**config.mk**
```make
export PLATFORM = sky130hd
export DESIGN_NAME = hltd_front
export DESIGN_NICKNAME = d
export VERILOG_FILES = /design/src/hw/rtl/header_length_trailer_deframer_top_defines.svh /design/src/hw/rtl/hltd_pkg.sv /design/src/hw/rtl/hltd_front.sv
export SDC_FILE = /design/constraint.sdc
export NUM_CORES = 1
export LEC_CHECK = 0
export BUFFER_PORTS_ARGS = -buffer_cell sky130_fd_sc_hd__buf_2
export CORE_MARGIN = 3
export CORE_UTILIZATION = 58
export CTS_BUF_LIST = sky130_fd_sc_hd__clkbuf_8
export DETAILED_ROUTE_END_ITERATION = 16
export PLACE_DENSITY = 0.94
export SLEW_MARGIN = 20
export SYNTH_ARGS = -nofsm -noshare
export SYNTH_HDL_FRONTEND = slang
export SYNTH_SLANG_ARGS = --single-unit
```
**constraint.sdc**
```tcl
create_clock -name clk_i -period 4.86 [get_ports clk_i]
set_clock_uncertainty 0.2 [all_clocks]
set_input_delay 1.215 -clock clk_i [delete_from_list [all_inputs] [get_ports clk_i]]
set_output_delay 1.215 -clock clk_i [all_outputs]
set_load 0.02 [all_outputs]
```
**src/hw/rtl/header_length_trailer_deframer_top_defines.svh**
```systemverilog
// Assertion macros used by the deframer back end (hltd_back).
`ifndef HEADER_LENGTH_TRAILER_DEFRAMER_TOP_DEFINES_SVH
`define HEADER_LENGTH_TRAILER_DEFRAMER_TOP_DEFINES_SVH

// The property must hold at every clock edge outside reset.
`define HLTD_ASSERT(lbl, prop, msg) \
  lbl: assert property (@(posedge clk_i) disable iff (!rst_ni) (prop)) else $error(msg);

// The condition must never be seen outside reset.
`define HLTD_NEVER(lbl, cond, msg) \
  lbl: assert property (@(posedge clk_i) disable iff (!rst_ni) !(cond)) else $error(msg);

`endif

```
**src/hw/rtl/hltd_pkg.sv**
```systemverilog
`timescale 1ns / 1ps
package hltd_pkg;

  localparam int unsigned STORE_DEPTH = 512;
  localparam int unsigned MAX_PAYLOAD = 256;
  localparam int unsigned AW          = $clog2(STORE_DEPTH);
  localparam int unsigned CW          = $clog2(STORE_DEPTH + 1);
  localparam int unsigned FRAME_MIN   = 11;
  localparam int unsigned MAX_RESULTS = 24;
  localparam int unsigned NRES_W      = $clog2(MAX_RESULTS + 1);

  localparam logic [7:0] SYNC0 = 8'hAA;
  localparam logic [7:0] SYNC1 = 8'h55;
  localparam logic [7:0] TRL0  = 8'hCC;
  localparam logic [7:0] TRL1  = 8'h33;

  localparam logic [31:0] CRC_POLY = 32'hEDB88320;
  localparam logic [31:0] CRC_INIT = 32'hFFFFFFFF;

  localparam logic       MODE_PUSH  = 1'b0;
  localparam logic       MODE_READ  = 1'b1;
  localparam logic       KIND_FRAME = 1'b0;
  localparam logic       KIND_READ  = 1'b1;

  localparam int unsigned CFG_IDX_W = 2;
  localparam logic [CFG_IDX_W-1:0] CFG_CRC_EN = 2'd0;
  localparam logic [CFG_IDX_W-1:0] CFG_LIMIT  = 2'd1;

  typedef struct packed {
    logic       mode;
    logic [7:0] rx_byte;
    logic [8:0] read_pos;
  } in_item_t;

  typedef struct packed {
    logic       kind;
    logic [7:0] frame_flag;
    logic [8:0] payload_len;
    logic [8:0] frame_start;
    logic [7:0] read_data;
    logic       last;
  } out_item_t;

  typedef struct packed {
    logic       crc_en;
    logic [8:0] limit;
  } cfg_t;

  // One reflected CRC-32 byte update, eight bit steps.
  function automatic logic [31:0] crc_byte(input logic [31:0] crc, input logic [7:0] b);
    logic [31:0] c;
    c = crc ^ {24'd0, b};
    for (int k = 0; k < 8; k++) begin
      c = c[0] ? ((c >> 1) ^ CRC_POLY) : (c >> 1);
    end
    return c;
  endfunction

endpackage

```
**src/hw/rtl/hltd_front.sv**
```systemverilog
`timescale 1ns / 1ps
module hltd_front (
  input  logic               clk_i,
  input  logic               rst_ni,
  input  logic               push,
  output logic               full,
  input  hltd_pkg::in_item_t in_item_i,
  output logic               cmd_valid_o,
  output hltd_pkg::in_item_t cmd_o,
  input  logic               cmd_pop_i
);
  import hltd_pkg::*;

  // Two-entry command queue between the input side and the sequencer.
  in_item_t   slot_q [2];
  logic       wp_q, rp_q;
  logic [1:0] cnt_q;
  logic       acc, take;

  assign full        = (cnt_q == 2'd2);
  assign acc         = push && !full;
  assign take        = cmd_pop_i && (cnt_q != 2'd0);
  assign cmd_valid_o = (cnt_q != 2'd0);
  assign cmd_o       = slot_q[rp_q];

  always_ff @(posedge clk_i) begin
    if (acc) begin
      // Read items keep only their position; push items only their byte.
      slot_q[wp_q].mode     <= in_item_i.mode;
      slot_q[wp_q].rx_byte  <= (in_item_i.mode == MODE_PUSH) ? in_item_i.rx_byte : 8'd0;
      slot_q[wp_q].read_pos <= (in_item_i.mode == MODE_READ) ? in_item_i.read_pos : 9'd0;
    end
  end

  always_ff @(posedge clk_i or negedge rst_ni) begin
    if (!rst_ni) begin
      wp_q  <= 1'b0;
      rp_q  <= 1'b0;
      cnt_q <= 2'd0;
    end else begin
      if (acc) wp_q <= ~wp_q;
      if (take) rp_q <= ~rp_q;
      cnt_q <= cnt_q + {1'b0, acc} - {1'b0, take};
    end
  end
endmodule

```
# Word-level counts from Yosys, hierarchy flattened
# Memory sizes are Yosys's and may differ from the RTL's.
# Cells that the tools add are included.
[totals]
register_bits = 4
ramBits = 36
input_bits = 22
word_cells = 17
memories = 1
[op_classes]
add_sub_neg = 2
n_eq_ne = 1
muxes = 4
bitwise_logic = 2
n_reduce_logical = 4
[memory_table]
columns = ["memory", "words", "width", "read_ports", "rd_ports_with_merged_regs", "write_ports", "line_no", "text"]
rows = [
  ["slot_q", 2, 18, 1, 0, 1, "hltd_front.sv:15", "in_item_t slot_q [2];"],
]
[ops]
columns = ["op", "count"]
rows = [
  ["two-way mux 9 bit", 1],
  ["two-way mux 8 bit", 1],
  ["adder 2 x 1 -> 2 bit", 1],
  ["equality test 2 bit (second input constant)", 1],
  ["logical AND 1 bit", 2],
  ["two-way mux 1 bit", 2],
  ["NOT 1 bit", 2],
  ["nonzero test 2 bit", 1],
  ["subtractor 2 x 1 -> 2 bit", 1],
  ["zero test 1 bit", 1],
]

# Longest topological paths before layout
# Gate-level depths: netlist of the first run.
[logic_depth]
depth_word = 5
ltp_mapped = 7

# Least setup slack after synthesis of the first run
# Ideal clock, no wire load.
[synth_path]
path_type = "in2reg"
startpoint = "in push"
endpoint = "mem slot_q[0][0] in the netlist's numbering, enable pin"
arrival_ps = 2085
t_required_ps = 4268
path_slack_ps = 2182
cell_stages = 2
n_path_buf = 0
cell_sequence = "nand2_1 nor2_1"
[synth_between]
elab_chain_len = 3
[synth_lines]
columns = ["item", "line_no", "text"]
rows = [
  ["start: declaration", "hltd_front.sv:5", "input logic push,"],
  ["logical AND 1 bit", "hltd_front.sv:21", "assign acc = push && !full;"],
  ["two-way mux 1 bit", "hltd_front.sv:27", "if (acc) begin"],
  ["two-way mux 1 bit", "hltd_front.sv:31", "slot_q[wp_q].read_pos <= (in_item_i.mode == MODE_READ) ? in_item_i.read_pos : 9'd0;"],
  ["end: declaration", "hltd_front.sv:15", ""],
]
# No other way between the ends.

==> key figures, run 1 <==
Status
  – Status: completed

Layout
  – Commonest non-fill, non-tap cell in the layout: buf_2
  – Share of layout cells above drive strength 1: 48.2%
  – P&R area growth vs syn: 18.4%
  – Post-Layout Inst Area: 1960 µm²
  – Most frequent cells in the layout: buf_2 (41), edfxtp_1 (36), and2_1 (9), mux2_4 (9), mux2_2 (9)
  – N_diodes: 0
  – Final #Nets: 162

Power
  – P_int: 771 µW
  – Sequential share of power: 47.1%
  – P_sw: 380 µW
  – Combinational fraction of design power: 36.2%
  – Switching share of power: 33.0%
  – Pleak: 0.000816 µW
  – Pwr dens: 588 nW/µm²
  – Clk pwr share: 16.7%
  – Peak supply drop: 411 µV

Synth
  – Gate Count Post-Synth: 92
  – FF+latch count, synth: 40
  – Largest family of logic cells by synthesized area: multiplexers
  – Multiplexer area fraction after synthesis: 14.3%
  – Synth cell types: 18
  – Synth Area in Compound Gates: 0%
  – Cell Area, Synth: 1660 µm²
  – Ys Warns: 0
  – Post-synthesis adder-cell area fraction: 1.51%
  – Seq/Total Area, Yosys: 71.4%
  – Synthesized Nets: 116
  – XOR/XNOR share of the synthesized area: 2.12%
  – Syn avg cell area: 18.0 µm²
  – Post-synthesis simple-gate area fraction: 8.69%

STA
  – Achievable Freq: 309 MHz
  – Final critical-path share of the clock period: 66.5%
  – Worst Max-Slew Pin Slew: 0.906 ns
  – Max_slew headroom: 39.6%
  – Fin Setup TNS: 0 ns
  – Final hold vios: 0
  – Minimum clock period: 3.23 ns
  – Unrepaired setup endpoints after global routing: no
  – Setup-failing EPs final: 0
  – Slew Viols, Final: 0

Clocking
  – Clock tree from TritonCTS: done
  – CTS clk-pin slew, worst paths: 0.07 ns
  – CTS Hold Bufs: 0
  – Cts repair resizes: 0
  – Clock tree buffer depth: 2
  – TritonCTS Sinks: 40
  – Clock latency on the worst-skew pair: 0.28 ns
  – Depth of the CTS H-tree: 2
  – Root buffer cell: clkbuf_8
  – Setup Buffers After CTS: 0
  – TritonCTS Buffers: 5

Worst setup path
  – Worst setup SP type: register
  – Critical Path AT: 1.82 ns
  – Slowest CP cell: dfrtp_1
  – Worst R2R Setup Slack: 2.88 ns
  – Kind of critical path: reg -> out
  – CP Data Required Time: 3.44 ns
  – Kind of end point of the critical path: primary output
  – CP peak stage delay: 0.94 ns
  – Worst-path maximum fanout: 19
  – Crit-path cells: mux2_2 > buf_2

Floorplan
  – Die area: 3530 µm²
  – Die Y: 59.4 µm
  – Row cnt: 18
  – # IOs: 42
  – Die Wd: 59.4 µm
  – Initial core utilization: 63.9%
  – Core Footprint: 2590 µm²

Job
  – Max Cap Violations: 0

Detailed routing
  – Routed len/inst: 15.6 µm
  – Drt first pass iters: 3
  – Via count: 863
  – Routed Antenna Nets: 0
  – Post-DR vias/cell: 5.11
  – Post-Route WL: 2640 µm
  – # DRC: 0
  – DR iter-0 viols: 15

Global routing
  – Global-route wire length before repair: 4200 µm
  – GR Util All Layers: 17.4%
  – Remaining global-route overflow: 0
  – Number of global-route vias before repair: 881
  – Initial antenna violation count: 0
  – Largest net degree at the start of global routing: 20

Min path
  – Hold Path Class: reg -> reg

Place
  – PortBufs: 41
  – DP HPWL: 1790 µm
  – Placed inst area: 1880 µm²
  – GP Congestion: 0.687
-- power by group through the flow --
stage               sequential (µW)  combinational [µW]  clock (µW)
floorplan                       506                 351           0
global route                    556                 446         218
detailed placement              551                 418           0
global placement                543                 407           0
CTS                             545                 423         198
finish                          543                 417         192
-- final timing paths --
check                      depth (start not counted)     start  endpoint
max in group asynchronous                          1    rst_ni  cnt_q[1]
setup / recovery                                   2      rp_q  cmd_o[2]
hold reg to reg                                    1      wp_q      wp_q
setup reg to reg                                   7  cnt_q[1]  cnt_q[1]
min in group asynchronous                          1    rst_ni      wp_q
hold / removal                                     1      wp_q      wp_q
-- metrics by stage --
stage                     std cells  worst slack [ns]  total power, µW  util [%]  hold WS (ns)
final                           169              1.63             1150      75.7         0.314
after global placement          161              1.93              950      72.6         0.275
after detailed placement        161              1.92              969      72.6         0.302
after CTS                       169              1.60             1170      75.7         0.312
after floorplan                  92              2.18              857         -         0.260
after global routing            169              1.52             1220      75.7         0.328
-- synthesized netlist by cell type --
master	number	area, µm²
and3_1	1	6.26
dfrtp_1	4	100
nor2b_1	8	50.1
xnor2_1	3	26.3
nand2_1	1	3.75
buf_6	2	22.5
ha_1	2	25.0
inv_1	2	7.51
clkbuf_1	1	3.75
nand2b_1	1	6.26
and2_1	9	56.3
nor2_1	1	3.75
and2_4	1	8.76
mux2_2	9	101
edfxtp_1	36	1080
xor2_1	1	8.76
mux2_4	9	135
or2_4	1	8.76
-- critical path: cells and delay by family (launching register included) --
| kind | cells | cell delay (ns) |
|---|---|---|
| buffers and inverters | 1 | 0.17 |
| flip-flops | 1 | 0.94 |
| multiplexers | 1 | 0.42 |
-- metal layers --
metal	GRT usage, %	up-vias	share of wire [%]
li1	-	423	-
met1	21.3	412	42
met2	28.2	24	52
met3	5.88	4	4.5
met4	6.80	0	0.87
met5	0	-	0
-- registers in the layout, summed over array words and instances, names as in the netlist --
register  cells
cnt_q         2
wp_q          1
rp_q          1
slot_q       36
-- area by class of cell --
class,count,area [µm²]
timing repair buffer,42,213
clock buffer,5,68.8
inverter,2,7.51
clock inverter,3,11.3
fill,164,631
tap,30,37.5
multi-input combinational,47,440
sequential,40,1180
-- cell families (layout without fill, tap and decap cells) --
kind of cell	count (synthesis)	after routing
adder cells (fa/ha/maj)	2	2
buffers and inverters	5	52
AND/OR/NAND/NOR	23	23
XOR/XNOR	4	4
multiplexers	18	18
flip-flops	40	40
(Power assumes the default switching activity.)
==> run 2, diff against run 1 <==
Settings changed: CORE_UTILIZATION 58 to 54, PLACE_DENSITY 0.94 to 0.89.
Clock period 4.86 ns to 3.4 ns, I/O delays scaled along.
==> key figures, run 2 (synthesized netlist as in run 1, its figures left out) <==
Status
  – Status: completed

Global routing
  – Largest net degree at the start of global routing: 20 (unchanged)
  – Global-route wire length before repair: 3970 µm (-5.6%)
  – GR Util All Layers: 15.5% (-1.9 points)
  – Number of global-route vias before repair: 826 (-6.2%)
  – Initial antenna violation count: 0 (unchanged)
  – Remaining global-route overflow: 0 (unchanged)

Worst setup path
  – Critical Path AT: 1.52 ns (-0.30 ns)
  – Kind of critical path: reg -> out
  – R2R cell count: 3 (-4)
  – Worst-path maximum fanout: 18 (-1)
  – Kind of end point of the critical path: primary output
  – Worst setup SP type: register
  – CP Data Required Time: 2.35 ns (-1.09 ns)

Place
  – PortBufs: 41 (unchanged)
  – GP Congestion: 0.678 (-1.3%)
  – Dpl ws: 1.00 ns (-0.923 ns)
  – DP HPWL: 1860 µm (+3.7%)

Layout
  – Filler cells: 188 (+15%)
  – Share of layout cells above drive strength 1: 50.4% (+2.2 points)
  – P&R area growth vs syn: 21.8%
  – Most frequent cells in the layout: buf_2 (41), edfxtp_1 (36), and2_1 (9), mux2_4 (9), mux2_2 (9)
  – Multi-input gate area: 443 µm² (+0.57%)
  – Final #Nets: 162 (unchanged)
  – Biggest regs: slot_q (36), cnt_q (2)
  – Register area: 1180 µm² (unchanged)
  – Top reg by flops: slot_q
  – Commonest non-fill, non-tap cell in the layout: buf_2
  – Max reg flops: 36 (unchanged)
  – Fin util: 71.3% (-4.4 points)
  – N_diodes: 0 (unchanged)

Detailed routing
  – Via count: 866 (+0.35%)
  – Routed len/inst: 15.8 µm (+0.92%)
  – Post-DR vias/cell: 5.09 (-0.24%)
  – DR iter-0 viols: 33 (+18)
  – Drt first pass iters: 6 (+3)
  – Post-Route WL: 2680 µm (+1.5%)
  – # DRC: 0 (unchanged)
  – Routed Antenna Nets: 0 (unchanged)

Power
  – Switching share of power: 31.1% (-2.0 points)
  – Sequential share of power: 40.2% (-6.9 points)
  – Combinational fraction of design power: 35.3% (-0.9 points)
  – Pleak: 0.000837 µW (+2.6%)
  – Peak supply drop: 677 µV (+65%)
  – P_int: 1260 µW (+63%)
  – P_sw: 566 µW (+49%)
  – Pwr dens: 904 nW/µm² (+54%)
  – Clk pwr share: 24.5% (+7.8 points)

Floorplan
  – Die Wd: 61.4 µm (+3.3%)
  – Row cnt: 19 (+1)
  – # IOs: 42 (unchanged)
  – Die Y: 61.4 µm (+3.3%)
  – Die area: 3770 µm² (+6.6%)
  – Core Footprint: 2830 µm² (+9.2%)
  – Initial core utilization: 58.5% (-5.4 points)

Min path
  – Hold Path Class: in -> async

STA
  – Final critical-path share of the clock period: 75.5%
  – Final hold vios: 0 (unchanged)
  – Setup-failing EPs final: 0 (unchanged)
  – Minimum clock period: 2.57 ns
  – Slew Viols, Final: 0 (unchanged)
  – Fin Setup TNS: 0 ns (unchanged)
  – Max_slew headroom: 34.9% (-4.7 points)
  – Unrepaired setup endpoints after global routing: no
  – Worst Max-Slew Pin Slew: 0.976 ns (+0.0695 ns)
  – Achievable Freq: 390 MHz
  – Final worst slack: 0.833 ns (-0.796 ns)

Clocking
  – TritonCTS Buffers: 5 (unchanged)
  – Setup Buffers After CTS: 0 (unchanged)
  – CTS clk-pin slew, worst paths: 0.07 ns (about the same)
  – Clock tree buffer depth: 2 (unchanged)
  – Clock latency on the worst-skew pair: 0.28 ns (about the same)
  – Clock tree from TritonCTS: done
  – Root buffer cell: clkbuf_8
  – Depth of the CTS H-tree: 2 (unchanged)
  – TritonCTS Sinks: 40 (unchanged)
  – CTS Hold Bufs: 0 (unchanged)
  – Cts repair resizes: 0 (unchanged)

Job
  – Max Cap Violations: 0 (unchanged)
[run 2: changes by cell type in the layout (fill, tap and decap cells not counted), sizes merged]
cell and change:
clkinv -1, bufinv +2, inv -1
[run 2: critical path, cell delays in order (launching register included)]
cell	delay [ns]
dfrtp_1	0.38
buf_4	0.30
mux2_2	0.38
buf_2	0.16
[run 2: area by class of cell]
type                            instances  share of cell area [%]
Clock inverter                          3                    3.17
Multi-Input combinational cell         47                    22.0
Tap cell                               31                    1.92
Timing Repair Buffer                   42                    10.6
Clock buffer                            5                    3.41
Sequential cell                        40                    58.6
Inverter                                2                   0.372
[run 2: path summary, 6_finish.rpt]
path | startpoint | to | slack, ns
hold / removal | rst_ni | wp_q | 0.16
setup reg to reg | cnt_q[1] | slot_q[0][14] | 1.41
setup / recovery | rp_q | cmd_o[0] | 0.83
min in group clk_i | rp_q | rp_q | 0.30
hold reg to reg | rp_q | rp_q | 0.30
max in group asynchronous | rst_ni | cnt_q[1] | 2.71
[run 2: power groups by stage]
stage	Clock, µW	Combinational, µW	Sequential, µW
6_report	447	643	732
5_1_grt	475	692	741
4_1_cts	454	655	733
3_5_place_dp	0	654	743
3_3_place_gp	0	629	731
2_1_floorplan	0	501	723
[run 2: metrics by stage]
stage          std cells  hold WS (ns)  area, µm²  power (µW)
6_report             170         0.160       2020        1820
5_1_grt              170         0.147       2020        1910
4_1_cts              170         0.152       2020        1840
3_5_place_dp         162         0.271       1880        1400
3_3_place_gp         162         0.258       1880        1360
2_1_floorplan         92         0.260       1660        1220
[run 2: layer usage]
layer / share of wire, % / wire (µm) / track usage [%] / vias to the layer above
li1: - / - / - / 421
met1: 42 / 1130 / 19.5 / 415
met2: 52 / 1400 / 24.9 / 28
met3: 5.2 / 138 / 6.29 / 2
met4: 0.34 / 9 / 4.55 / 0
met5: 0 / 0 / 0 / -
