[config.mk]
export PLATFORM = sky130hd
export DESIGN_NAME = hltd_outq
export DESIGN_NICKNAME = d
export VERILOG_FILES = /design/src/hw/rtl/header_length_trailer_deframer_top_defines.svh /design/src/hw/rtl/hltd_pkg.sv /design/src/hw/rtl/hltd_outq.sv
export SDC_FILE = /design/constraint.sdc
export NUM_CORES = 1
export LEC_CHECK = 0
export BUFFER_PORTS_ARGS = -buffer_cell sky130_fd_sc_hd__buf_2
export CORE_ASPECT_RATIO = 0.8
export CORE_MARGIN = 1.5
export CORE_UTILIZATION = 45
export CTS_CLUSTER_SIZE = 10
export DETAILED_ROUTE_END_ITERATION = 16
export PLACE_DENSITY = 0.77
export SLEW_MARGIN = 20
export SYNTH_ARGS = -nofsm -noshare
export SYNTH_HDL_FRONTEND = slang
export SYNTH_SLANG_ARGS = --single-unit
[constraint.sdc]
create_clock -name clk_i -period 3.1 [get_ports clk_i]
set_input_delay 0.31 -clock clk_i [delete_from_list [all_inputs] [get_ports clk_i]]
set_output_delay 0.31 -clock clk_i [all_outputs]
set_load 0.005 [all_outputs]
[src/hw/rtl/header_length_trailer_deframer_top_defines.svh]
// Assertion macros used by the deframer back end (hltd_back).
`ifndef HEADER_LENGTH_TRAILER_DEFRAMER_TOP_DEFINES_SVH
`define HEADER_LENGTH_TRAILER_DEFRAMER_TOP_DEFINES_SVH

// The property must hold at every clock edge outside reset.
`define HLTD_ASSERT(lbl, prop, msg) \
  lbl: assert property (@(posedge clk_i) disable iff (!rst_ni) (prop)) else $error(msg);

// The condition must never be seen outside reset.
`define HLTD_NEVER(lbl, cond, msg) \
  lbl: assert property (@(posedge clk_i) disable iff (!rst_ni) !(cond)) else $error(msg);

`endif

[src/hw/rtl/hltd_pkg.sv]
`timescale 1ns / 1ps
package hltd_pkg;

  localparam int unsigned STORE_DEPTH = 512;
  localparam int unsigned MAX_PAYLOAD = 256;
  localparam int unsigned AW          = $clog2(STORE_DEPTH);
  localparam int unsigned CW          = $clog2(STORE_DEPTH + 1);
  localparam int unsigned FRAME_MIN   = 11;
  localparam int unsigned MAX_RESULTS = 24;
  localparam int unsigned NRES_W      = $clog2(MAX_RESULTS + 1);

  localparam logic [7:0] SYNC0 = 8'hAA;
  localparam logic [7:0] SYNC1 = 8'h55;
  localparam logic [7:0] TRL0  = 8'hCC;
  localparam logic [7:0] TRL1  = 8'h33;

  localparam logic [31:0] CRC_POLY = 32'hEDB88320;
  localparam logic [31:0] CRC_INIT = 32'hFFFFFFFF;

  localparam logic       MODE_PUSH  = 1'b0;
  localparam logic       MODE_READ  = 1'b1;
  localparam logic       KIND_FRAME = 1'b0;
  localparam logic       KIND_READ  = 1'b1;

  localparam int unsigned CFG_IDX_W = 2;
  localparam logic [CFG_IDX_W-1:0] CFG_CRC_EN = 2'd0;
  localparam logic [CFG_IDX_W-1:0] CFG_LIMIT  = 2'd1;

  typedef struct packed {
    logic       mode;
    logic [7:0] rx_byte;
    logic [8:0] read_pos;
  } in_item_t;

  typedef struct packed {
    logic       kind;
    logic [7:0] frame_flag;
    logic [8:0] payload_len;
    logic [8:0] frame_start;
    logic [7:0] read_data;
    logic       last;
  } out_item_t;

  typedef struct packed {
    logic       crc_en;
    logic [8:0] limit;
  } cfg_t;

  // One reflected CRC-32 byte update, eight bit steps.
  function automatic logic [31:0] crc_byte(input logic [31:0] crc, input logic [7:0] b);
    logic [31:0] c;
    c = crc ^ {24'd0, b};
    for (int k = 0; k < 8; k++) begin
      c = c[0] ? ((c >> 1) ^ CRC_POLY) : (c >> 1);
    end
    return c;
  endfunction

endpackage

[src/hw/rtl/hltd_outq.sv]
`timescale 1ns / 1ps
module hltd_outq (
  input  logic                clk_i,
  input  logic                rst_ni,
  input  logic                wr_i,
  input  hltd_pkg::out_item_t wdata_i,
  output logic                free_o,
  output logic                empty,
  input  logic                pop,
  output hltd_pkg::out_item_t out_item_o
);
  import hltd_pkg::*;

  out_item_t  slot_q [2];
  logic       wp_q, rp_q;
  logic [1:0] cnt_q;
  logic       wr, rd;

  assign free_o     = (cnt_q != 2'd2);
  assign empty      = (cnt_q == 2'd0);
  assign wr         = wr_i && free_o;
  assign rd         = pop && !empty;
  assign out_item_o = slot_q[rp_q];

  always_ff @(posedge clk_i) begin
    if (wr) slot_q[wp_q] <= wdata_i;
  end

  always_ff @(posedge clk_i or negedge rst_ni) begin
    if (!rst_ni) begin
      wp_q  <= 1'b0;
      rp_q  <= 1'b0;
      cnt_q <= 2'd0;
    end else begin
      if (wr) wp_q <= ~wp_q;
      if (rd) rp_q <= ~rp_q;
      cnt_q <= cnt_q + {1'b0, wr} - {1'b0, rd};
    end
  end
endmodule

==> After elaboration in Yosys (flattened, before gate mapping) <==
Memories as Yosys holds them, arrays and structs flattened.
Index checks and enable logic that the tools add are counted.
{ "totals": {"word_cells": 15, "reg_bits": 4, "in_bits": 40, "output_inout_bits": 38, "mem_bits_rw": 72, "mem_count": 1} }
{ "mem_list": {"columns": ["memory", "depth", "width", "read_ports", "rd_ports_with_merged_regs", "write_ports", "line_no", "rtl"], "rows": [
  ["slot_q", 2, 36, 1, 0, 1, "hltd_outq.sv:14", "out_item_t slot_q [2];"]
]} }
{ "op_classes": {"n_reduce_logical": 4, "addsub": 2, "eq_ne": 1, "muxes": 2, "bitwise": 2} }
{ "ops": {"columns": ["operator", "n"], "rows": [
  ["adder 2 x 1 -> 2 bit", 1],
  ["logical AND 1 bit", 2],
  ["zero test 2 bit", 1],
  ["2-to-1 mux 1 bit", 2],
  ["inequality test 2 bit, second input constant", 1],
  ["NOT 1 bit", 2],
  ["subtractor 2 x 1 -> 2 bit", 1],
  ["zero test 1 bit", 1]
]} }

==> Longest topological paths before layout <==
Gate-level depths: netlist of the first run.
{ "logic_depth": {"ltp_word": 4, "ltp_mapped": 7} }

==> Worst setup path after synthesis of the first run <==
No wires, ideal clock.
{ "synth_timing": {"path_kind": "register to register", "startpoint": "reg cnt_q[1]", "endpoint": "mem slot_q[0][0] in the netlist's numbering, enable pin", "setup_slack_ns": 0.531, "stages_incl_launch_ff": 4, "synth_period_minus_slack_ns": 2.569, "n_path_buf": 0, "arrival_ns": 2.140, "cell_sequence": "dfrtp_1 nand2b_1 nand2_1 nor2_1"} }
{ "synth_via": {"elab_chain_len": 4} }
{ "synth_lines": {"columns": ["element", "line_no", "rtl"], "rows": [
  ["start: declaration", "hltd_outq.sv:16", "logic [1:0] cnt_q;"],
  ["start signal: assignment", "hltd_outq.sv:37", "cnt_q <= cnt_q + {1'b0, wr} - {1'b0, rd};"],
  ["inequality test 2 bit", "hltd_outq.sv:19", "assign free_o = (cnt_q != 2'd2);"],
  ["via free_o", "hltd_outq.sv:7", "output logic free_o,"],
  ["logical AND 1 bit", "hltd_outq.sv:21", "assign wr = wr_i && free_o;"],
  ["2-to-1 mux 1 bit", "hltd_outq.sv:26", "if (wr) slot_q[wp_q] <= wdata_i;"],
  ["2-to-1 mux 1 bit (not written as such)", "hltd_outq.sv:26", null],
  ["end: declaration", "hltd_outq.sv:14", null]
]} }
The timed path passes the listed nets, and every way through them passes these cells.

==> impl_metrics.csv, run 1 <==
group,metric,value,unit
critical_path,critPathArrivalTime,2.03,ns
floorplanning,die_area,7040,sq um
pwr,p_sw_share,26.9,%
critical_path,crit_family,"flip-flops",
place,dp_hpwl,3.06,mm
floorplanning,die_x,93.4,um
timing,fin_skew,0.00457,ns
critical_path,slowest_delay,0.84,ns
synthesis,synth_seq_cells,76,
flow_run,maxCapViolations,0,
critical_path,cp.depth,3,
global_routing,overflow,0,
timing,holdWs,0.159,ns
pwr,pwr-share-clk,21.6,%
clocking,cts_tree,"yes",
critical_path,crit_chain,"buf_4 -> mux2_4 -> buf_2",
synthesis,syn_nets,171,
clocking,cts_resized,0,
floorplanning,io_pins,78,
pwr,internal_power,2.32,mW
pwr,peakVddDrop,0.000765,V
pwr,power_density,887,nW/um^2
critical_path,startpoint,"rp_q",
critical_path,reg2regPathDepth,4,
run_status,status,"finished clean",
clocking,cts_sinks,76,
critical_path,critPathBufInv,2,
critical_path,cp_max_fo,25,
synthesis,synth_seq_area_share,76.8,%
cells_and_area,final_area,3580,sq um
detailed_routing,drc,0,
global_routing,grt_max_degree,37,
cells_and_area,final_cells,304,
floorplanning,row_count,26,
clocking,cts_buffers,9,
clocking,clk-insertion-delay-late,0.34,ns
global_routing,grt_first_pass_wirelength,6.85,mm
floorplanning,start_util,46.4,%
critical_path,worstPathRequired,2.79,ns
timing,relSlewSlack,41.6,%
detailed_routing,vias,1416,
synthesis,yosys_warnings,0,
timing,worst_slack,0.757,ns
timing,setup_tns,0,ns
global_routing,antenna_found_initial,0,
critical_path,crit_path_start_kind,"flop",
pwr,p_leak,1.44,nW
pwr,power_frac_seq,49.1,%
cells_and_area,nets,258,
cells_and_area,diodes,0,
timing,finalHoldViolCount,0,
cells_and_area,area_growth,21.5,%
floorplanning,die_h,75.3,um
floorplanning,coreArea,6340,sq um
synthesis,syn_inst,129,
clocking,htreeDepth,3,
cells_and_area,postLayoutCoreUtil,56.4,%
synthesis,syn_area,2940,sq um
timing,fmax,427,MHz
timing,finalSetupViolCount,0,
critical_path,cp_slowest_cell,"dfrtp_2",
min_path,hp-start,"wdata_i[31]",
place,io_buffers,77,
cells_and_area,drive_gt1_share,60.5,%
detailed_routing,initialDrtViolationCount,62,
place,gp_congestion,0.666,
place,placed_cell_area,3390,sq um
critical_path,reg2reg_from,"cnt_q[1]",
min_path,hold_depth,1,
detailed_routing,via_per_inst,4.66,
timing,final_max_slew_viol_count,0,
timing,rsz0062_at_grt,"no",
critical_path,worstSetupPathType,"reg2out",
clocking,root_buffer,"clkbuf_8",
detailed_routing,drt-total-wl,4.58,mm
pwr,power,3.17,mW
detailed_routing,drtAntennaViolNets,0,
critical_path,crit_path_end_kind,"output port",
timing,min_period,2.34,ns
synthesis,synth_cell_types,15,
clocking,path_clk_slew,0.07,ns
place,post-place-ws,1.08,ns
synthesis,syn_area_per_cell,22.8,sq um
pwr,switching_power,0.853,mW
place,dp.cells,288,
detailed_routing,dr.pass1.iters,5,
clocking,cts_buffer_depth,2,
global_routing,grt_pass1_vias,1401,
timing,period_share,75.6,%
pwr,comb_power_share,29.3,%
global_routing,grt_usage,13.9,%
min_path,hp-class,"in2reg",
timing,worst_pin_slew,0.876,ns
detailed_routing,routedWlPerCell,15.1,um
## layer usage
layer,wire length [um],track usage (%)
met1,1910,15.6
met2,2300,22.7
met3,355,7.68
met4,19,5.05
met5,0,0
## synthesized netlist by cell type
| cell | n | area share (%) |
|---|---|---|
| ha_1 | 2 | 0.85 |
| buf_6 | 1 | 0.38 |
| dfrtp_1 | 4 | 3.4 |
| edfxtp_1 | 72 | 73 |
| xnor2_1 | 3 | 0.89 |
| nand2_1 | 1 | 0.13 |
| inv_1 | 1 | 0.13 |
| xor2_1 | 1 | 0.30 |
| nor2b_2 | 1 | 0.30 |
| mux2_4 | 29 | 15 |
| nor2_1 | 2 | 0.26 |
| nand2b_1 | 1 | 0.21 |
| buf_12 | 3 | 2.0 |
| and3_1 | 1 | 0.21 |
| mux2_2 | 7 | 2.7 |
## power by group through the flow
stage	Combinational (mW)	Clock (mW)	Sequential, mW
finish	0.929	0.686	1.56
global route	1.02	0.758	1.59
detailed placement	0.950	0	1.59
floorplan	0.770	0	1.49
global placement	0.936	0	1.57
CTS	0.953	0.717	1.56
## state kept, by name, indices dropped and copies added, names as in the netlist
register / count
rp_q: 1
cnt_q: 2
slot_q: 72
wp_q: 1
## repair_timing
item                                    CTS  global route
endpoints found under the setup margin    0             0
endpoints found under the hold margin     4             0
hold buffers                              1             0
buffers inserted                          0             0
## path summary, 6_finish.rpt
check | endpoint | slack, ns
setup reg to reg | slot_q[0][28] | 1.27
max in group asynchronous | rp_q | 2.66
hold reg to reg | cnt_q[0] | 0.53
min in group asynchronous | cnt_q[0] | 0.30
setup / recovery | out_item_o[21] | 0.76
hold / removal | slot_q[0][31] | 0.16
## layout make-up
class | instances | area, sq um
Clock buffer | 9 | 124
Clock inverter | 6 | 56.3
Fill cell | 521 | 2770
Inverter | 1 | 3.75
Multi-Input combinational cell | 48 | 616
Sequential cell | 76 | 2260
Tap cell | 84 | 105
Timing Repair Buffer | 80 | 410
## kinds of logic after synthesis
| family | share of synthesized area [%] |
|---|---|
| muxes | 17.5 |
| and+or+nand+nor | 1.11 |
| DFF | 76.8 |
| xor gates and xnor gates | 1.19 |
| adders and majority gates | 0.850 |
| buffers and inverters | 2.55 |
## cell usage in the layout, fill, tap and decap left out, drive strengths merged
master and n:
and3 1, buf 79, bufinv 1, clkbuf 9, clkinv 4, clkinvlp 1, dfrtp 4, dlygate4sd3 1
edfxtp 72, ha 2, inv 1, mux2 36, nand2 1, nand2b 1, nor2 2, nor2b 1
xnor2 3, xor2 1
Note: power is estimated with default switching activity, not from simulation.
==> run 2: changes to the inputs <==
--- a/config.mk
+++ b/config.mk
@@ -11,7 +11,7 @@
 export CORE_UTILIZATION = 45
 export CTS_CLUSTER_SIZE = 10
 export DETAILED_ROUTE_END_ITERATION = 16
-export PLACE_DENSITY = 0.77
+export PLACE_DENSITY = 0.8
 export SLEW_MARGIN = 20
 export SYNTH_ARGS = -nofsm -noshare
 export SYNTH_HDL_FRONTEND = slang
==> constraint.sdc (replaced) <==
create_clock -name clk_i -period 1.9 [get_ports clk_i]
set_input_delay 0.19 -clock clk_i [delete_from_list [all_inputs] [get_ports clk_i]]
set_output_delay 0.19 -clock clk_i [all_outputs]
set_load 0.005 [all_outputs]
==> impl_metrics.csv, run 2 (synthesis results as in run 1) <==
group,metric,value,unit
timing,rsz0062_at_grt,"no",
detailed_routing,initialDrtViolationCount,51,
pwr,peakVddDrop,0.000868,V
cells_and_area,largest_reg_flops,72,
critical_path,slowest_delay,0.58,ns
cells_and_area,nets,260,
cells_and_area,final_cells,306,
timing,finalSetupViolCount,0,
critical_path,worstSetupPathType,"reg2out",
global_routing,grt_usage,13.8,%
min_path,hp-class,"in2reg",
critical_path,crit_path_start_kind,"flop",
critical_path,cp_max_fo,19,
cells_and_area,diodes,0,
clocking,clk-insertion-delay-late,0.34,ns
critical_path,critPathBufInv,2,
timing,finalHoldViolCount,0,
cells_and_area,reg_top3,"slot_q (72), cnt_q (2)",
floorplanning,die_h,75.3,um
timing,fin_skew,0.00431,ns
clocking,cts_tree,"yes",
cells_and_area,layout_commonest_cell,"buf_2",
global_routing,grt_max_degree,37,
clocking,cts_buffer_depth,2,
place,gp_congestion,0.681,
run_status,status,"finished clean",
detailed_routing,routedWlPerCell,15.3,um
floorplanning,io_pins,78,
detailed_routing,drtAntennaViolNets,0,
critical_path,crit_family,"flip-flops",
pwr,power_density,1490,nW/um^2
floorplanning,die_area,7040,sq um
detailed_routing,via_per_inst,4.76,
critical_path,worstPathRequired,1.71,ns
critical_path,crit_path_end_kind,"output port",
global_routing,overflow,0,
timing,min_period,1.80,ns
place,dp_hpwl,3.26,mm
critical_path,crit_chain,"buf_12 -> mux2_4 -> buf_2",
timing,final_max_slew_viol_count,0,
pwr,p_leak,1.47,nW
global_routing,antenna_found_initial,0,
flow_run,maxCapViolations,0,
place,dp.cells,290,
cells_and_area,drive_gt1_share,61.3,%
critical_path,critPathArrivalTime,1.61,ns
clocking,path_clk_slew,0.08,ns
timing,period_share,94.5,%
clocking,cts_setup_buffers,0,
clocking,cts_buffers,9,
floorplanning,coreArea,6340,sq um
global_routing,grt_pass1_vias,1465,
floorplanning,row_count,26,
detailed_routing,vias,1457,
cells_and_area,layout_common_cells,"77 x buf_2, 72 x edfxtp_1, 29 x mux2_4, 9 x clkbuf_8, 7 x mux2_2",
timing,worst_pin_slew,0.299,ns
floorplanning,die_x,93.4,um
clocking,htreeDepth,3,
min_path,hp-start,"wdata_i[15]",
critical_path,reg2reg_from,"cnt_q[1]",
detailed_routing,dr.pass1.iters,4,
cells_and_area,area_growth,24.5,%
critical_path,startpoint,"rp_q",
global_routing,grt_first_pass_wirelength,6.92,mm
place,io_buffers,77,
timing,relSlewSlack,80.0,%
timing,fmax,557,MHz
pwr,power,5.45,mW
detailed_routing,drc,0,
floorplanning,start_util,46.4,%
detailed_routing,drt-total-wl,4.68,mm
clocking,root_buffer,"clkbuf_8",
timing,setup_tns,0,ns
cells_and_area,regMostFlops,"slot_q",
clocking,cts_sinks,76,
critical_path,cp_slowest_cell,"dfrtp_4",
[run 2: cell types whose count changed in the layout (fill, tap and decap cells not counted), sizes merged]
cell      change
inv           +1
bufinv        +1
clkinvlp      +1
clkinv        -3
buf           +2
[run 2: layer usage]
| layer | global-route usage (%) | up-vias | routed length (um) | part of all wire, % |
|---|---|---|---|---|
| li1 | - | 677 | - | - |
| met1 | 14.9 | 717 | 1810 | 39 |
| met2 | 24.8 | 56 | 2480 | 53 |
| met3 | 4.59 | 7 | 312 | 6.7 |
| met4 | 6.57 | 0 | 80 | 1.7 |
| met5 | 0 | - | 0 | 0 |
[run 2: where the power goes]
part           internal [mW]  switching (mW)  leakage [nW]
combinational          0.979           0.707         0.654
clock                  0.733           0.549         0.102
sequential              2.30           0.184         0.714
[run 2: final timing paths]
kind | endpoint | slack [ns] | depth (start not counted)
worst max-delay path | out_item_o[11] | 0.10 | 3
worst min-delay path | slot_q[1][15] | 0.04 | 1
worst max register to register | cnt_q[1] | 0.33 | 7
worst min register to register | cnt_q[0] | 0.54 | 1
max in group asynchronous | rp_q | 1.57 | 2
min in group asynchronous | cnt_q[0] | 0.19 | 2
[run 2: timing repair]
item / 4_1_cts / 5_1_grt
setup endpoints to repair: 0 / 25
gates resized for setup: 0 / 1
hold endpoints to repair: 4 / 0
hold buffers: 1 / 0
[run 2: final cells by class]
cell class | count | area, sq um
fill | 497 | 2680
sequential | 76 | 2270
multi-input combinational | 48 | 616
timing repair buffer | 82 | 463
clock buffer | 9 | 124
tap | 84 | 105
clock inverter | 6 | 88.8
inverter | 1 | 3.75
[run 2: metrics by stage]
step / setup slack (ns) / util [%] / area, sq um / hold WS [ns]
floorplan: 0.0562 / - / 2950 / -0.106
global placement: 0.394 / 54.2 / 3440 / -0.00100
detailed placement: 0.354 / 54.2 / 3440 / 0.00295
CTS: 0.0187 / 57.8 / 3660 / 0.0170
global route: 0.0434 / 57.8 / 3670 / 0.0137
finish: 0.105 / 57.8 / 3670 / 0.0377
==> run 3: changes to the inputs <==
--- a/config.mk
+++ b/config.mk
@@ -6,12 +6,11 @@
 export NUM_CORES = 1
 export LEC_CHECK = 0
 export BUFFER_PORTS_ARGS = -buffer_cell sky130_fd_sc_hd__buf_2
-export CORE_ASPECT_RATIO = 0.8
 export CORE_MARGIN = 1.5
 export CORE_UTILIZATION = 45
 export CTS_CLUSTER_SIZE = 10
 export DETAILED_ROUTE_END_ITERATION = 16
-export PLACE_DENSITY = 0.8
+export PLACE_DENSITY = 0.73
 export SLEW_MARGIN = 20
 export SYNTH_ARGS = -nofsm -noshare
 export SYNTH_HDL_FRONTEND = slang
==> impl_metrics.csv, run 3 (synthesis results as in run 1) <==
group,metric,value,unit
run_status,status,"finished clean",
clocking,cts_sinks,76,
global_routing,overflow,0,
cells_and_area,multi_input_area,616,sq um
clocking,clk-insertion-delay-late,0.33,ns
floorplanning,die_x,83.9,um
detailed_routing,drt-total-wl,4.61,mm
global_routing,grt_usage,13.8,%
timing,relSlewSlack,72.4,%
cells_and_area,nets,262,
clocking,path_clk_slew,0.07,ns
floorplanning,io_pins,78,
floorplanning,coreArea,6350,sq um
global_routing,antenna_found_initial,0,
global_routing,grt_pass1_vias,1542,
place,placed_cell_area,3410,sq um
pwr,p_leak,1.48,nW
clocking,cts_tree,"yes",
timing,period_share,90.5,%
pwr,peakVddDrop,0.000897,V
floorplanning,die_area,7040,sq um
global_routing,grt_max_degree,23,
cells_and_area,layout_common_cells,"77 x buf_2, 72 x edfxtp_1, 29 x mux2_4, 9 x clkbuf_8, 7 x mux2_2",
cells_and_area,final_area,3650,sq um
flow_run,maxCapViolations,0,
detailed_routing,drtAntennaViolNets,0,
detailed_routing,vias,1451,
detailed_routing,drc,0,
cells_and_area,area_growth,23.9,%
cells_and_area,layout_commonest_cell,"buf_2",
pwr,power,5.51,mW
place,io_buffers,77,
timing,finalHoldViolCount,0,
place,dp_hpwl,3.10,mm
clocking,htreeDepth,3,
timing,setup_tns,0,ns
global_routing,grt_first_pass_wirelength,7.21,mm
clocking,cts_resized,0,
cells_and_area,drive_gt1_share,61.2,%
clocking,hold_buffers,1,
cells_and_area,seq_area,2260,sq um
detailed_routing,via_per_inst,4.82,
critical_path,crit_path_end_kind,"output port",
timing,finalSetupViolCount,0,
clocking,root_buffer,"clkbuf_8",
clocking,cts_setup_buffers,0,
critical_path,worstPathRequired,1.71,ns
cells_and_area,largest_reg_flops,72,
detailed_routing,routedWlPerCell,15.3,um
cells_and_area,regMostFlops,"slot_q",
timing,worst_pin_slew,0.415,ns
cells_and_area,reg_top3,"slot_q (72), cnt_q (2)",
detailed_routing,initialDrtViolationCount,48,
timing,fmax,582,MHz
timing,rsz0062_at_grt,"no",
timing,fin_skew,0.00440,ns
clocking,cts_buffers,9,
cells_and_area,postLayoutCoreUtil,57.4,%
floorplanning,die_h,83.9,um
cells_and_area,diodes,0,
floorplanning,start_util,46.4,%
detailed_routing,dr.pass1.iters,4,
floorplanning,row_count,29,
timing,final_max_slew_viol_count,0,
timing,min_period,1.72,ns
critical_path,cp_max_fo,22,
pwr,power_density,1510,nW/um^2
clocking,cts_buffer_depth,2,
min_path,hp-class,"in2reg",
critical_path,critPathArrivalTime,1.53,ns
cells_and_area,fillers,512,
critical_path,crit_path_start_kind,"flop",
critical_path,worstSetupPathType,"reg2out",
place,gp_congestion,0.678,
-- run 3: cell types whose count changed in the layout (fill, tap and decap cells not counted), sizes merged --
cell and delta:
buf +2, bufinv +1, clkinv +2, clkinvlp -2, inv -1
-- run 3: through the flow --
stage               hold WS, ns  setup WS [ns]  instances
finish                   0.0438          0.181        301
global route             0.0213         0.0848        301
CTS                      0.0239          0.138        301
detailed placement      0.00164          0.337        285
global placement       -0.00125          0.401        285
floorplan                -0.106         0.0562        129
-- run 3: final timing paths --
kind | startpoint | end | slack [ns] | depth (start not counted)
worst max-delay path | rp_q | out_item_o[23] | 0.18 | 3
worst min-delay path | wdata_i[28] | slot_q[0][28] | 0.04 | 1
worst max register to register | cnt_q[1] | cnt_q[1] | 0.32 | 7
worst min register to register | cnt_q[0] | cnt_q[0] | 0.54 | 1
max in group asynchronous | rst_ni | rp_q | 1.58 | 2
min in group asynchronous | rst_ni | cnt_q[1] | 0.19 | 2
-- run 3: final cells by class --
class                   count  area share (%)
flip-flops and latches     76            62.1
multi-input cells          48            16.9
repair buffers             84            12.1
clock buffers               9            3.40
clock inverters             6            2.85
well taps                  77            2.64
inverters                   1           0.103
-- run 3: critical path, stage by stage (launching register included) --
cell	delay, ns
dfrtp_2	0.36
buf_4	0.36
mux2_4	0.34
buf_2	0.13
-- run 3: routing by layer --
layer,global-route usage (%),share of wire (%),routed length (um),up-vias
li1,-,-,-,679
met1,15.4,41,1910,725
met2,23.5,53,2420,39
met3,4.15,4.6,210,8
met4,7.60,1.5,71,0
met5,0,0,0,-
-- run 3: power by group --
part           total, mW  switching (mW)  leakage [nW]  internal [mW]
clock network       1.39           0.533         0.116          0.856
registers           2.41           0.114         0.714           2.30
logic               1.70           0.768         0.653          0.937
total               5.51            1.41          1.48           4.09
